--- src/sv/aesctr_pkg.sv ---
`timescale 1ns / 1ps
// shared types, constants and aes round functions for the ctr-mode cipher
// no dependencies
package aesctr_pkg;

  localparam int BLOCK_BYTES = 16;
  localparam int POS_W = $clog2(BLOCK_BYTES);
  localparam int RK_ENTRIES = 15;
  localparam int RK_AW = $clog2(RK_ENTRIES);
  localparam int RK_WIDTH = 128;
  localparam int QUEUE_DEPTH_DEF = 2;
  localparam int CFG_IDX_W = 3;
  localparam int CFG_DATA_W = 64;

  // register indexes
  localparam logic [CFG_IDX_W-1:0] REG_KEY_SIZE = 3'd0;
  localparam logic [CFG_IDX_W-1:0] REG_KEY_WORD0 = 3'd1;
  localparam logic [CFG_IDX_W-1:0] REG_KEY_WORD1 = 3'd2;
  localparam logic [CFG_IDX_W-1:0] REG_KEY_WORD2 = 3'd3;
  localparam logic [CFG_IDX_W-1:0] REG_KEY_WORD3 = 3'd4;
  localparam logic [CFG_IDX_W-1:0] REG_IV_HIGH = 3'd5;
  localparam logic [CFG_IDX_W-1:0] REG_IV_LOW = 3'd6;

  // key size codes, the reserved code runs as 256-bit
  localparam logic [1:0] KEY_128 = 2'd0;
  localparam logic [1:0] KEY_192 = 2'd1;

  typedef struct packed {
    logic [7:0] data_in;
    logic       last_in;
  } in_item_t;

  typedef struct packed {
    logic [7:0] data_out;
    logic       last_out;
  } out_item_t;

  typedef struct packed {
    logic [7:0] data;
    logic       last;
    logic       first;
  } q_item_t;

  typedef struct packed {
    logic [1:0]   key_size;
    logic [255:0] key;
    logic [127:0] iv;
  } cfg_t;

  typedef enum logic [1:0] {
    ENG_IDLE,
    ENG_EXPAND,
    ENG_ENCRYPT
  } eng_state_t;

  typedef struct packed {
    logic idle;
    logic kx_run;
    logic enc_run;
  } eng_ctl_t;

  localparam logic [7:0] SBOX [256] = '{
    8'h63,8'h7c,8'h77,8'h7b,8'hf2,8'h6b,8'h6f,8'hc5,8'h30,8'h01,8'h67,8'h2b,8'hfe,8'hd7,8'hab,8'h76,
    8'hca,8'h82,8'hc9,8'h7d,8'hfa,8'h59,8'h47,8'hf0,8'had,8'hd4,8'ha2,8'haf,8'h9c,8'ha4,8'h72,8'hc0,
    8'hb7,8'hfd,8'h93,8'h26,8'h36,8'h3f,8'hf7,8'hcc,8'h34,8'ha5,8'he5,8'hf1,8'h71,8'hd8,8'h31,8'h15,
    8'h04,8'hc7,8'h23,8'hc3,8'h18,8'h96,8'h05,8'h9a,8'h07,8'h12,8'h80,8'he2,8'heb,8'h27,8'hb2,8'h75,
    8'h09,8'h83,8'h2c,8'h1a,8'h1b,8'h6e,8'h5a,8'ha0,8'h52,8'h3b,8'hd6,8'hb3,8'h29,8'he3,8'h2f,8'h84,
    8'h53,8'hd1,8'h00,8'hed,8'h20,8'hfc,8'hb1,8'h5b,8'h6a,8'hcb,8'hbe,8'h39,8'h4a,8'h4c,8'h58,8'hcf,
    8'hd0,8'hef,8'haa,8'hfb,8'h43,8'h4d,8'h33,8'h85,8'h45,8'hf9,8'h02,8'h7f,8'h50,8'h3c,8'h9f,8'ha8,
    8'h51,8'ha3,8'h40,8'h8f,8'h92,8'h9d,8'h38,8'hf5,8'hbc,8'hb6,8'hda,8'h21,8'h10,8'hff,8'hf3,8'hd2,
    8'hcd,8'h0c,8'h13,8'hec,8'h5f,8'h97,8'h44,8'h17,8'hc4,8'ha7,8'h7e,8'h3d,8'h64,8'h5d,8'h19,8'h73,
    8'h60,8'h81,8'h4f,8'hdc,8'h22,8'h2a,8'h90,8'h88,8'h46,8'hee,8'hb8,8'h14,8'hde,8'h5e,8'h0b,8'hdb,
    8'he0,8'h32,8'h3a,8'h0a,8'h49,8'h06,8'h24,8'h5c,8'hc2,8'hd3,8'hac,8'h62,8'h91,8'h95,8'he4,8'h79,
    8'he7,8'hc8,8'h37,8'h6d,8'h8d,8'hd5,8'h4e,8'ha9,8'h6c,8'h56,8'hf4,8'hea,8'h65,8'h7a,8'hae,8'h08,
    8'hba,8'h78,8'h25,8'h2e,8'h1c,8'ha6,8'hb4,8'hc6,8'he8,8'hdd,8'h74,8'h1f,8'h4b,8'hbd,8'h8b,8'h8a,
    8'h70,8'h3e,8'hb5,8'h66,8'h48,8'h03,8'hf6,8'h0e,8'h61,8'h35,8'h57,8'hb9,8'h86,8'hc1,8'h1d,8'h9e,
    8'he1,8'hf8,8'h98,8'h11,8'h69,8'hd9,8'h8e,8'h94,8'h9b,8'h1e,8'h87,8'he9,8'hce,8'h55,8'h28,8'hdf,
    8'h8c,8'ha1,8'h89,8'h0d,8'hbf,8'he6,8'h42,8'h68,8'h41,8'h99,8'h2d,8'h0f,8'hb0,8'h54,8'hbb,8'h16
  };

  function automatic logic [7:0] sbox(input logic [7:0] b);
    return SBOX[b];
  endfunction

  function automatic logic [7:0] xtime(input logic [7:0] b);
    return {b[6:0], 1'b0} ^ (b[7] ? 8'h1b : 8'h00);
  endfunction

  function automatic logic [31:0] sub_word(input logic [31:0] w);
    return {sbox(w[31:24]), sbox(w[23:16]), sbox(w[15:8]), sbox(w[7:0])};
  endfunction

  // subbytes, shiftrows and (unless final) mixcolumns; byte 0 sits in the top bits
  function automatic logic [127:0] aes_round(input logic [127:0] s, input logic final_rnd);
    logic [7:0] b [16];
    logic [7:0] t [16];
    logic [7:0] a0, a1, a2, a3, x;
    logic [127:0] r;
    for (int i = 0; i < 16; i++) begin
      b[i] = sbox(s[127-8*i -: 8]);
    end
    for (int c = 0; c < 4; c++) begin
      for (int i = 0; i < 4; i++) begin
        t[4*c+i] = b[4*((c+i)%4)+i];
      end
    end
    for (int c = 0; c < 4; c++) begin
      a0 = t[4*c];
      a1 = t[4*c+1];
      a2 = t[4*c+2];
      a3 = t[4*c+3];
      x = a0 ^ a1 ^ a2 ^ a3;
      if (final_rnd) begin
        r[127-32*c -: 32] = {a0, a1, a2, a3};
      end else begin
        r[127-32*c -: 32] = {a0 ^ x ^ xtime(a0 ^ a1), a1 ^ x ^ xtime(a1 ^ a2),
                             a2 ^ x ^ xtime(a2 ^ a3), a3 ^ x ^ xtime(a3 ^ a0)};
      end
    end
    return r;
  endfunction

endpackage

--- src/sv/aesctr_front.sv ---
`timescale 1ns / 1ps
// input side: accepts bytes, marks the first byte of each message, queues them
// depends on aesctr_pkg
module aesctr_front import aesctr_pkg::*; #(
  parameter int DEPTH = QUEUE_DEPTH_DEF
) (
  input  logic     clk,
  input  logic     rst,
  input  logic     in_valid,
  output logic     in_ready,
  input  in_item_t in_data,
  output logic     q_valid,
  input  logic     q_pop,
  output q_item_t  q_head
);

  localparam int PTR_W = $clog2(DEPTH);
  localparam int CNT_W = $clog2(DEPTH + 1);

  q_item_t           slots [DEPTH];
  logic [PTR_W-1:0]  wr_ptr, rd_ptr;
  logic [CNT_W-1:0]  count;
  logic              open;
  logic              push;

  assign in_ready = (count != CNT_W'(DEPTH));
  assign push     = in_valid && in_ready;
  assign q_valid  = (count != '0);
  assign q_head   = slots[rd_ptr];

  always_ff @(posedge clk) begin
    if (push) begin
      slots[wr_ptr] <= '{data: in_data.data_in, last: in_data.last_in, first: !open};
    end
  end

  always_ff @(posedge clk) begin
    if (rst) begin
      wr_ptr <= '0;
      rd_ptr <= '0;
      count  <= '0;
      open   <= 1'b0;
    end else begin
      if (push) begin
        wr_ptr <= (wr_ptr == PTR_W'(DEPTH - 1)) ? '0 : wr_ptr + PTR_W'(1);
        open   <= !in_data.last_in;
      end
      if (q_pop) begin
        rd_ptr <= (rd_ptr == PTR_W'(DEPTH - 1)) ? '0 : rd_ptr + PTR_W'(1);
      end
      case ({push, q_pop})
        2'b10:   count <= count + CNT_W'(1);
        2'b01:   count <= count - CNT_W'(1);
        default: count <= count;
      endcase
    end
  end

endmodule

--- config.mk ---
export PLATFORM = sky130hd
export DESIGN_NAME = aesctr_front
export DESIGN_NICKNAME = d
export VERILOG_FILES = /design/src/sv/aesctr_pkg.sv /design/src/sv/aesctr_front.sv
export SDC_FILE = /design/constraint.sdc
export NUM_CORES = 1
export LEC_CHECK = 0
export ABC_AREA = 1
export ABC_CLOCK_PERIOD_IN_PS = 1900
export BUFFER_PORTS_ARGS = -buffer_cell sky130_fd_sc_hd__buf_2
export CELL_PAD_IN_SITES_DETAIL_PLACEMENT = 1
export CELL_PAD_IN_SITES_GLOBAL_PLACEMENT = 1
export CORE_ASPECT_RATIO = 0.8
export CORE_MARGIN = 4
export CORE_UTILIZATION = 40
export CTS_CLUSTER_SIZE = 16
export DETAILED_ROUTE_END_ITERATION = 10
export PLACE_DENSITY = 0.75
export SETUP_SLACK_MARGIN = 0.5
export SLEW_MARGIN = 20
export SYNTH_ARGS = -nofsm -noshare
export SYNTH_HDL_FRONTEND = slang
export SYNTH_SLANG_ARGS = --single-unit
--- constraint.sdc ---
create_clock -name clk -period 1.9 [get_ports clk]
set_input_delay 0.095 -clock clk [delete_from_list [all_inputs] [get_ports clk]]
set_output_delay 0.095 -clock clk [all_outputs]
set_load 0.01 [all_outputs]
* Word level (Yosys, flattened, before mapping)
Memories as Yosys holds them, arrays and structs flattened. A register that Yosys moved wholly into a read port is not among the register bits.
Index checks and enable logic that the tools add are counted.
** Storage, ports and cells
- Output and inout bits :: 12
- Memories kept :: 1
- Flip-flop bits (word level) :: 5
- Bits in latches :: 0
- Memory bits (read-only) :: 0
- Bits in writable memories :: 20
** Operators by class
- Shift-type cells :: 0
- Magnitude comparators :: 0
- Reductions and logical operators :: 5
- Mux-type cells :: 7
- Bitwise operators :: 0
- Equality and inequality tests :: 3
- Div/mod/pow operators :: 0
- $mul :: 0
- Add/subtract/negate cells :: 4
** Memory list
- slots :: depth 2, bits a word 10, read ports 1, clocked after Yosys merged registers in 1, wr ports 1, RTL line aesctr_front.sv:20 : q_item_t slots [DEPTH];
** Operators by type and width (number)
- 2-to-1 mux 1 bit :: 6
- case mux 2 bit (2 select lines) :: 1
- nonzero test 2 bit :: 2
- adder 1 bit (second input constant) :: 2
- adder 2 x 1 -> 2 bit (second input constant) :: 1
- == test 2 x 1 -> 1 bit (second input constant) :: 1
- == test 2 bit (second input constant) :: 1
- zero test 1 bit :: 2
- != test 2 bit (second input constant) :: 1
- subtractor 2 x 1 -> 2 bit (second input constant) :: 1
- logical AND 1 bit :: 1

* Longest topological paths before layout
Gate-level depths: netlist (run 1).
- Depth after elaboration :: 4
- Gate-level depth with buffers :: 9
- Depth with buffers taken out :: 9

* Least setup slack after synthesis (run 1)
OpenSTA, ideal clock, no wires.
- Kind :: register to register
- Start :: register count[0]
- End :: memory slots[1][0] (netlist bit) (enable)
- Setup time :: 376 ps
- Buffers on the path :: 0
- Required time :: 1524 ps
- Slack :: 452 ps
- Cell stages (with the launch flop) :: 5
- Clock period less this slack :: 1448 ps
- Arrival time :: 1071 ps
- Cell sequence :: dfxtp_1 > inv_2 > nand2_2 > nand2_2 > nor2_1
** Between the ends
- Word-level cells in the longest chain between the ends :: 4
** Ends and longest elaborated chain
- from (decl) :: RTL line aesctr_front.sv:22 : logic [CNT_W-1:0] count;
- from (signal assigned) :: RTL line aesctr_front.sv:52 : 2'b10: count <= count + CNT_W'(1);
- from (signal assigned) :: RTL line aesctr_front.sv:53 : 2'b01: count <= count - CNT_W'(1);
- from (signal assigned) :: RTL line aesctr_front.sv:54 : default: count <= count;
- != test 2 bit :: RTL line aesctr_front.sv:26 : assign in_ready = (count != CNT_W'(DEPTH));
- via in_ready :: RTL line aesctr_front.sv:10 : output logic in_ready,
- logical AND 1 bit :: RTL line aesctr_front.sv:27 : assign push = in_valid && in_ready;
- 2-to-1 mux 1 bit :: RTL line aesctr_front.sv:32 : if (push) begin
- 2-to-1 mux 1 bit (not written as such) :: RTL line aesctr_front.sv:33 : slots[wr_ptr] <= '{data: in_data.data_in, last: in_data.last_in, first: !open};
- to (decl) :: RTL line aesctr_front.sv:20
The timed path passes the listed nets, and every way through them passes these cells.

==> results of run 1 <==
-- what timing repair did --
| action | CTS | global route |
|---|---|---|
| hold endpoints to repair | 20 | 0 |
| resized for setup | 3 | 3 |
| buffers inserted | 0 | 1 |
| hold buffers | 10 | 0 |
| setup endpoints to repair | 11 | 12 |
-- cell usage in the layout, fill, tap and decap left out, drive strengths merged, types with 2 or more instances in the layout --
cell type / n
nor2: 12
clkbuf: 3
mux2: 10
buf: 27
nand2: 8
o21ai: 2
dfxtp: 6
edfxtp: 20
inv: 6
dlygate4sd3: 10
-- power breakdown --
group / internal [W] / leakage, nW / switching, W
clock network: 0.000213 / 0.0279 / 0.000159
registers: 0.000668 / 0.237 / 0.0000304
logic: 0.000105 / 0.277 / 0.000107
total: 0.000986 / 0.542 / 0.000296
-- kinds of logic after synthesis --
logic type	Yosys count	share of synthesized area
mux	10	0.1118
compound gates	4	0.02980
xor+xnor	1	0.008697
simple gates	22	0.09193
flops	26	0.7155
buf+inv	7	0.02981
fa+ha+maj	1	0.01242
-- layout make-up --
class,count,area (um^2),share of cell area
flip-flops and latches,26,729.5,0.5418
multi-input cells,38,256.5,0.1905
repair buffers,37,242.7,0.1803
well taps,34,42.54,0.03160
clock inverters,1,30.03,0.02230
clock buffers,3,22.52,0.01673
inverters,6,22.52,0.01673
-- state kept, by name, indices dropped and copies added, names as in the netlist, named ones only --
signal  count
wr_ptr      1
open        1
slots      20
rd_ptr      1
count       2
-- cell usage after synthesis --
library cell  number
dfxtp_1            6
nand4_1            1
o21ai_0            1
or2_2              1
o21ai_2            1
nor2_1            12
nand2_2            2
inv_1              5
xnor2_1            1
edfxtp_1          20
mux2_2            10
nand2_1            6
a21oi_1            1
buf_4              1
ha_1               1
a21boi_2           1
inv_2              1
-- path summary, 6_finish.rpt --
kind,from,to,slack [ns],cells after the start
setup reg to reg,count[0]$_SDFFE_PP0P_,count[1]$_SDFFE_PP0P_,0.59,9
setup / recovery,flip-flop,q_head[3],0.53,2
hold / removal,q_pop,rd_ptr$_SDFFE_PP0P_,0.06,3
hold reg to reg,count[0]$_SDFFE_PP0P_,count[0]$_SDFFE_PP0P_,0.48,1
-- metal layers --
| layer | global-route usage | wire, um |
|---|---|---|
| met1 | 0.1673 | 859 |
| met4 | 0.02105 | 0 |
| met2 | 0.2539 | 1059 |
| met3 | 0.03822 | 91 |
| met5 | 0 | 0 |
-- critical path, cell delays in order (launching register included) --
cell     delay, ns
dfxtp_4       0.46
mux2_2        0.36
buf_2         0.14
-- stage by stage --
stage	power, W	worst slack [ns]	hold slack, ns
3_5_place_dp	0.0008999	0.4806	0.2873
5_1_grt	0.001346	0.4587	0.06361
3_3_place_gp	0.0008881	0.6126	0.2836
6_report	0.001282	0.5278	0.05520
2_1_floorplan	0.0008179	0.4524	0.1674
4_1_cts	0.001293	0.5091	0.04254
==> metrics.md, run 1 <==
| Metric | Value |
|---|---|
| Max Cap Viol | `0` |
| Largest net degree at the start of global routing | `16` |
| Die Ht | `between 50 and 60 um` |
| Pwr dens | `approximately 950 nW/um^2` |
| Fin nets | `about 130` |
| Minimum clock period | `between 1 and 1.5 ns` |
| DRT Pass-1 Iters | `4` |
| Vias per inst | `~4.6` |
| Post-Layout Cell Count | `~150` |
| Post-synth top area cell | `edfxtp_1` |
| Register clock-pin slew on the reported worst setup and hold paths | `around 0.14 ns` |
| Kind of critical path | `reg -> out` |
| Post-layout util | `0.5928` |
| Worst Skew | `between 0.01 and 0.015 ns` |
| Leak pwr | `around 0.54 nW` |
| Slew HR | `0.8788` |
| Fmax | `728.8 MHz` |
| Core area | `~2300 um^2` |
| Clk Latency, worst-skew pair | `~0.32 ns` |
| FP Rows | `15` |
| WP data required | `approximately 1.8 ns` |
| WL per Instance | `about 14 um` |
| Status | `complete, no violations` |
| DRT iter0 DRCs | `9` |
| Count of different cell masters after synthesis | `17` |
| Vias in the first global route | `~760` |
| H-tree levels | `1` |
| #FFs+latches synth | `26` |
| Hold Crit Class | `in -> reg` |
| Remaining global-route overflow | `0` |
| Syn_area_per_cell | `14.19 um^2` |
| Initial antenna violation count | `0` |
| CTS Buf Count | `3` |
| Routed WL | `~2000 um` |
| Synth warn | `0` |
| DP Wirelength | `1402 um` |
| Die area | `3390 um^2` |
| Dpl cells | `130` |
| Share of cells above drive strength 1 | `0.4595` |
| Fillers | `around 240` |
| DRC Markers | `0` |
| Initial Util | `0.4435` |
| CP max FO | `10` |
| Sequential area share after synthesis | `0.7155` |
| Root buffer cell | `clkbuf_4` |
| CTS tree | `done` |
| Final hold vios | `0` |
| Worst path arrival time | `roughly 1.3 ns` |
| Die X | `64.11 um` |
| Gpl congestion | `0.7273` |
| Period utilisation layout | `0.7222` |
| Ranking of synthesized cells by area | `edfxtp_1 60%, dfxtp_1 12%, mux2_2 11%` |
| Max IR drop VDD | `just under 0.6 mV` |
| Post-synth top area share | `0.5963` |
| Routed Antenna Nets | `0` |
| GRT Total Usage | `0.1386` |
| IO Pins | `25` |
| Endpoint class of the critical path | `primary output` |
| Worst Tran Pin Value | `0.1816 ns` |
| Total number of vias | `approximately 670` |
| Clock tree sinks | `26` |
| Setup_tns | `0 ns` |
| Area growth, synth to finish | `33.66%` |
| First-pass GRT wire length | `3519 um` |
| Crit path launch type | `flip-flop` |
| Placed cell areas | `approximately 1200 um^2` |
| Slew Limit Fails | `0` |
| Net count of the mapped netlist | `85` |
| Clock Tree Buf Depth | `2` |
| Diode count | `0` |
| Port bufs | `24` |
| Cell area after layout | `around 1300 um^2` |
| Count of final setup violators | `0` |
| RSZ-0062 raised after global routing | `yes` |
| Synth Cell Area | `approximately 1000 um^2` |
| Synth Instances | `71` |
No activity file was read; power rests on OpenSTA's default activity.
==> run 2, diff against run 1 <==
--- a/config.mk
+++ b/config.mk
@@ -6,7 +6,7 @@
 export NUM_CORES = 1
 export LEC_CHECK = 0
 export ABC_AREA = 1
-export ABC_CLOCK_PERIOD_IN_PS = 1900
+export ABC_CLOCK_PERIOD_IN_PS = 1300
 export BUFFER_PORTS_ARGS = -buffer_cell sky130_fd_sc_hd__buf_2
 export CELL_PAD_IN_SITES_DETAIL_PLACEMENT = 1
 export CELL_PAD_IN_SITES_GLOBAL_PLACEMENT = 1
==> constraint.sdc (replaced) <==
create_clock -name clk -period 1.3 [get_ports clk]
set_input_delay 0.065 -clock clk [delete_from_list [all_inputs] [get_ports clk]]
set_output_delay 0.065 -clock clk [all_outputs]
set_load 0.01 [all_outputs]
==> metrics.md, run 2 (same netlist as run 1, synthesis figures left out) <==
| Metric | Value |
|---|---|
| FP Rows | `15` |
| DRT Pass-1 Iters | `4` |
| Endpoint class of the critical path | `primary output` |
| Vias per inst | `a little over 5` |
| CTS tree | `done` |
| CTS Buf Count | `3` |
| Buf/Inv on CP | `2` |
| Die X | `64.11 um` |
| Slowest CP cell | `dfxtp_4` |
| Gpl congestion | `between 0.6 and 0.7` |
| Pwr dens | `about 1200 nW/um^2` |
| H-tree levels | `1` |
| CP max FO | `5` |
| Routed Antenna Nets | `0` |
| Total number of vias | `796` |
| Most frequent cells in the layout | `21 x buf_6, 20 x edfxtp_1, 12 x buf_2, 10 x mux2_4, 10 x dlygate4sd3_1` |
| Final hold vios | `0` |
| Area growth, synth to finish | `69.07%` |
| Remaining global-route overflow | `0` |
| Fmax | `approximately 740 MHz` |
| Crit path cell chain | `buf_6 > mux2_4 > buf_6` |
| Vias in the first global route | `approximately 800` |
| Clk Latency, worst-skew pair | `approximately 0.33 ns` |
| Post-route setup slack | `-0.04678 ns` |
| Die area | `roughly 3400 um^2` |
| DRT iter0 DRCs | `23` |
| Largest register by flop count | `slots` |
| Clock Tree Buf Depth | `2` |
| Initial Util | `0.4435` |
| Max IR drop VDD | `0.9866 mV` |
| Leak pwr | `0.6980 nW` |
| Clock tree sinks | `26` |
| Largest net degree at the start of global routing | `15` |
| Worst Skew | `around 0.0066 ns` |
| Core area | `~2300 um^2` |
| Crit path largest cell delay | `roughly 0.38 ns` |
| Failing checks | `negative setup slack` |
| Worst slack at placement | `0.03828 ns` |
| Slew HR | `0.8041` |
| Worst Tran Pin Value | `around 0.29 ns` |
| Crit path launch type | `flip-flop` |
| DRC Markers | `0` |
| WL per Instance | `around 22 um` |
| Slew Limit Fails | `0` |
| Initial antenna violation count | `0` |
| DP Wirelength | `1357 um` |
| WP data required | `around 1.2 ns` |
| RSZ-0062 raised after global routing | `yes` |
| IO Pins | `25` |
| CP top delay family | `flip-flops` |
| Max Cap Viol | `0` |
| Die Ht | `between 50 and 60 um` |
| GRT Total Usage | `0.1796` |
| Minimum clock period | `about 1.3 ns` |
| Commonest non-fill, non-tap cell in the layout | `buf_6` |
| First-pass GRT wire length | `around 4300 um` |
| Max reg flops | `20` |
| Diode count | `0` |
| Post-layout util | `0.7499` |
| Share of cells above drive strength 1 | `0.6048` |
| Port bufs | `24` |
| Most common cell on crit path | `buf_6` |
| Hold Crit Class | `in -> reg` |
| Period utilisation layout | `1.036` |
| Kind of critical path | `reg -> out` |
| Status | `finished with violations` |
| Register clock-pin slew on the reported worst setup and hold paths | `0.15 ns` |
| Fin nets | `around 140` |
| Worst path arrival time | `1.28 ns` |
| Top flop regs | `slots (20), count (2)` |
| Routed WL | `about 3500 um` |
| Root buffer cell | `clkbuf_4` |
| Count of final setup violators | `16` |
run 2: changes by cell type in the layout (fill, tap and decap cells not counted), sizes merged:
cell | previous run | this run
clkbuf | 3 | 4
buf | 27 | 39
clkinv | 0 | 1
bufinv | 1 | 0
run 2: worst register-to-register path, stage by stage (launching register included):
cell and delay, ns:
dfxtp_4 0.41, inv_4 0.05, nand2_4 0.10, nand2_8 0.07, ha_4 0.25, inv_4 0.08
nand2_2 0.05, nor2_2 0.12, nor2_1 0.06, nor2_1 0.09
run 2: where the power goes:
part,switching (W),internal [W],leakage (nW)
logic,0.000298,0.000373,0.446
clock network,0.000251,0.000113,0.0154
registers,0.0000446,0.000977,0.237
total,0.000593,0.00146,0.698
run 2: final timing paths:
kind / start / to / slack, ns / cells past startpoint
max reg2reg: count[0]$_SDFFE_PP0P_ / count[1]$_SDFFE_PP0P_ / -0.04 / 9
min: rst / wr_ptr$_SDFFE_PP0P_ / 0.13 / 4
min reg2reg: open$_SDFFE_PP0P_ / slots[1][0]$_DFFE_PP_ / 0.54 / 1
max: flip-flop / q_head[6] / -0.05 / 3
run 2: metal layers:
metal,part of all wire,wire [um],GRT usage
met1,0.39,1371,0.1913
met2,0.55,1917,0.3413
met3,0.049,173,0.05308
met4,0.015,54,0.06316
met5,0,0,0
run 2: cell type report:
class	count	area [um^2]
clock buffers	3	22.52
clock inverters	1	3.754
fillers	200	568.0
inverters	6	27.53
multi-input cells	38	382.9
flip-flops and latches	26	732.0
well taps	34	42.54
repair buffers	50	491.7
run 2: stage by stage:
stage	hold WS, ns	cells	instance area (um^2)	total power (W)	TNS (ns)
final	0.1320	158	1703	0.002055	-0.5335
after global routing	0.1311	158	1703	0.002132	-1.364
after CTS	0.05470	151	1589	0.001906	-0.2671
after detailed placement	0.2549	128	1241	0.001366	0
after global placement	0.2489	128	1241	0.001347	0
after floorplan	0.1300	71	1094	0.001259	0
run 2: what timing repair did:
item,in CTS,in global routing
setup endpoints to repair,36,36
resized for setup,28,13
gates cloned,0,1
buffers inserted,9,6
hold buffers,10,0
hold endpoints to repair,20,0
pin swaps,12,11
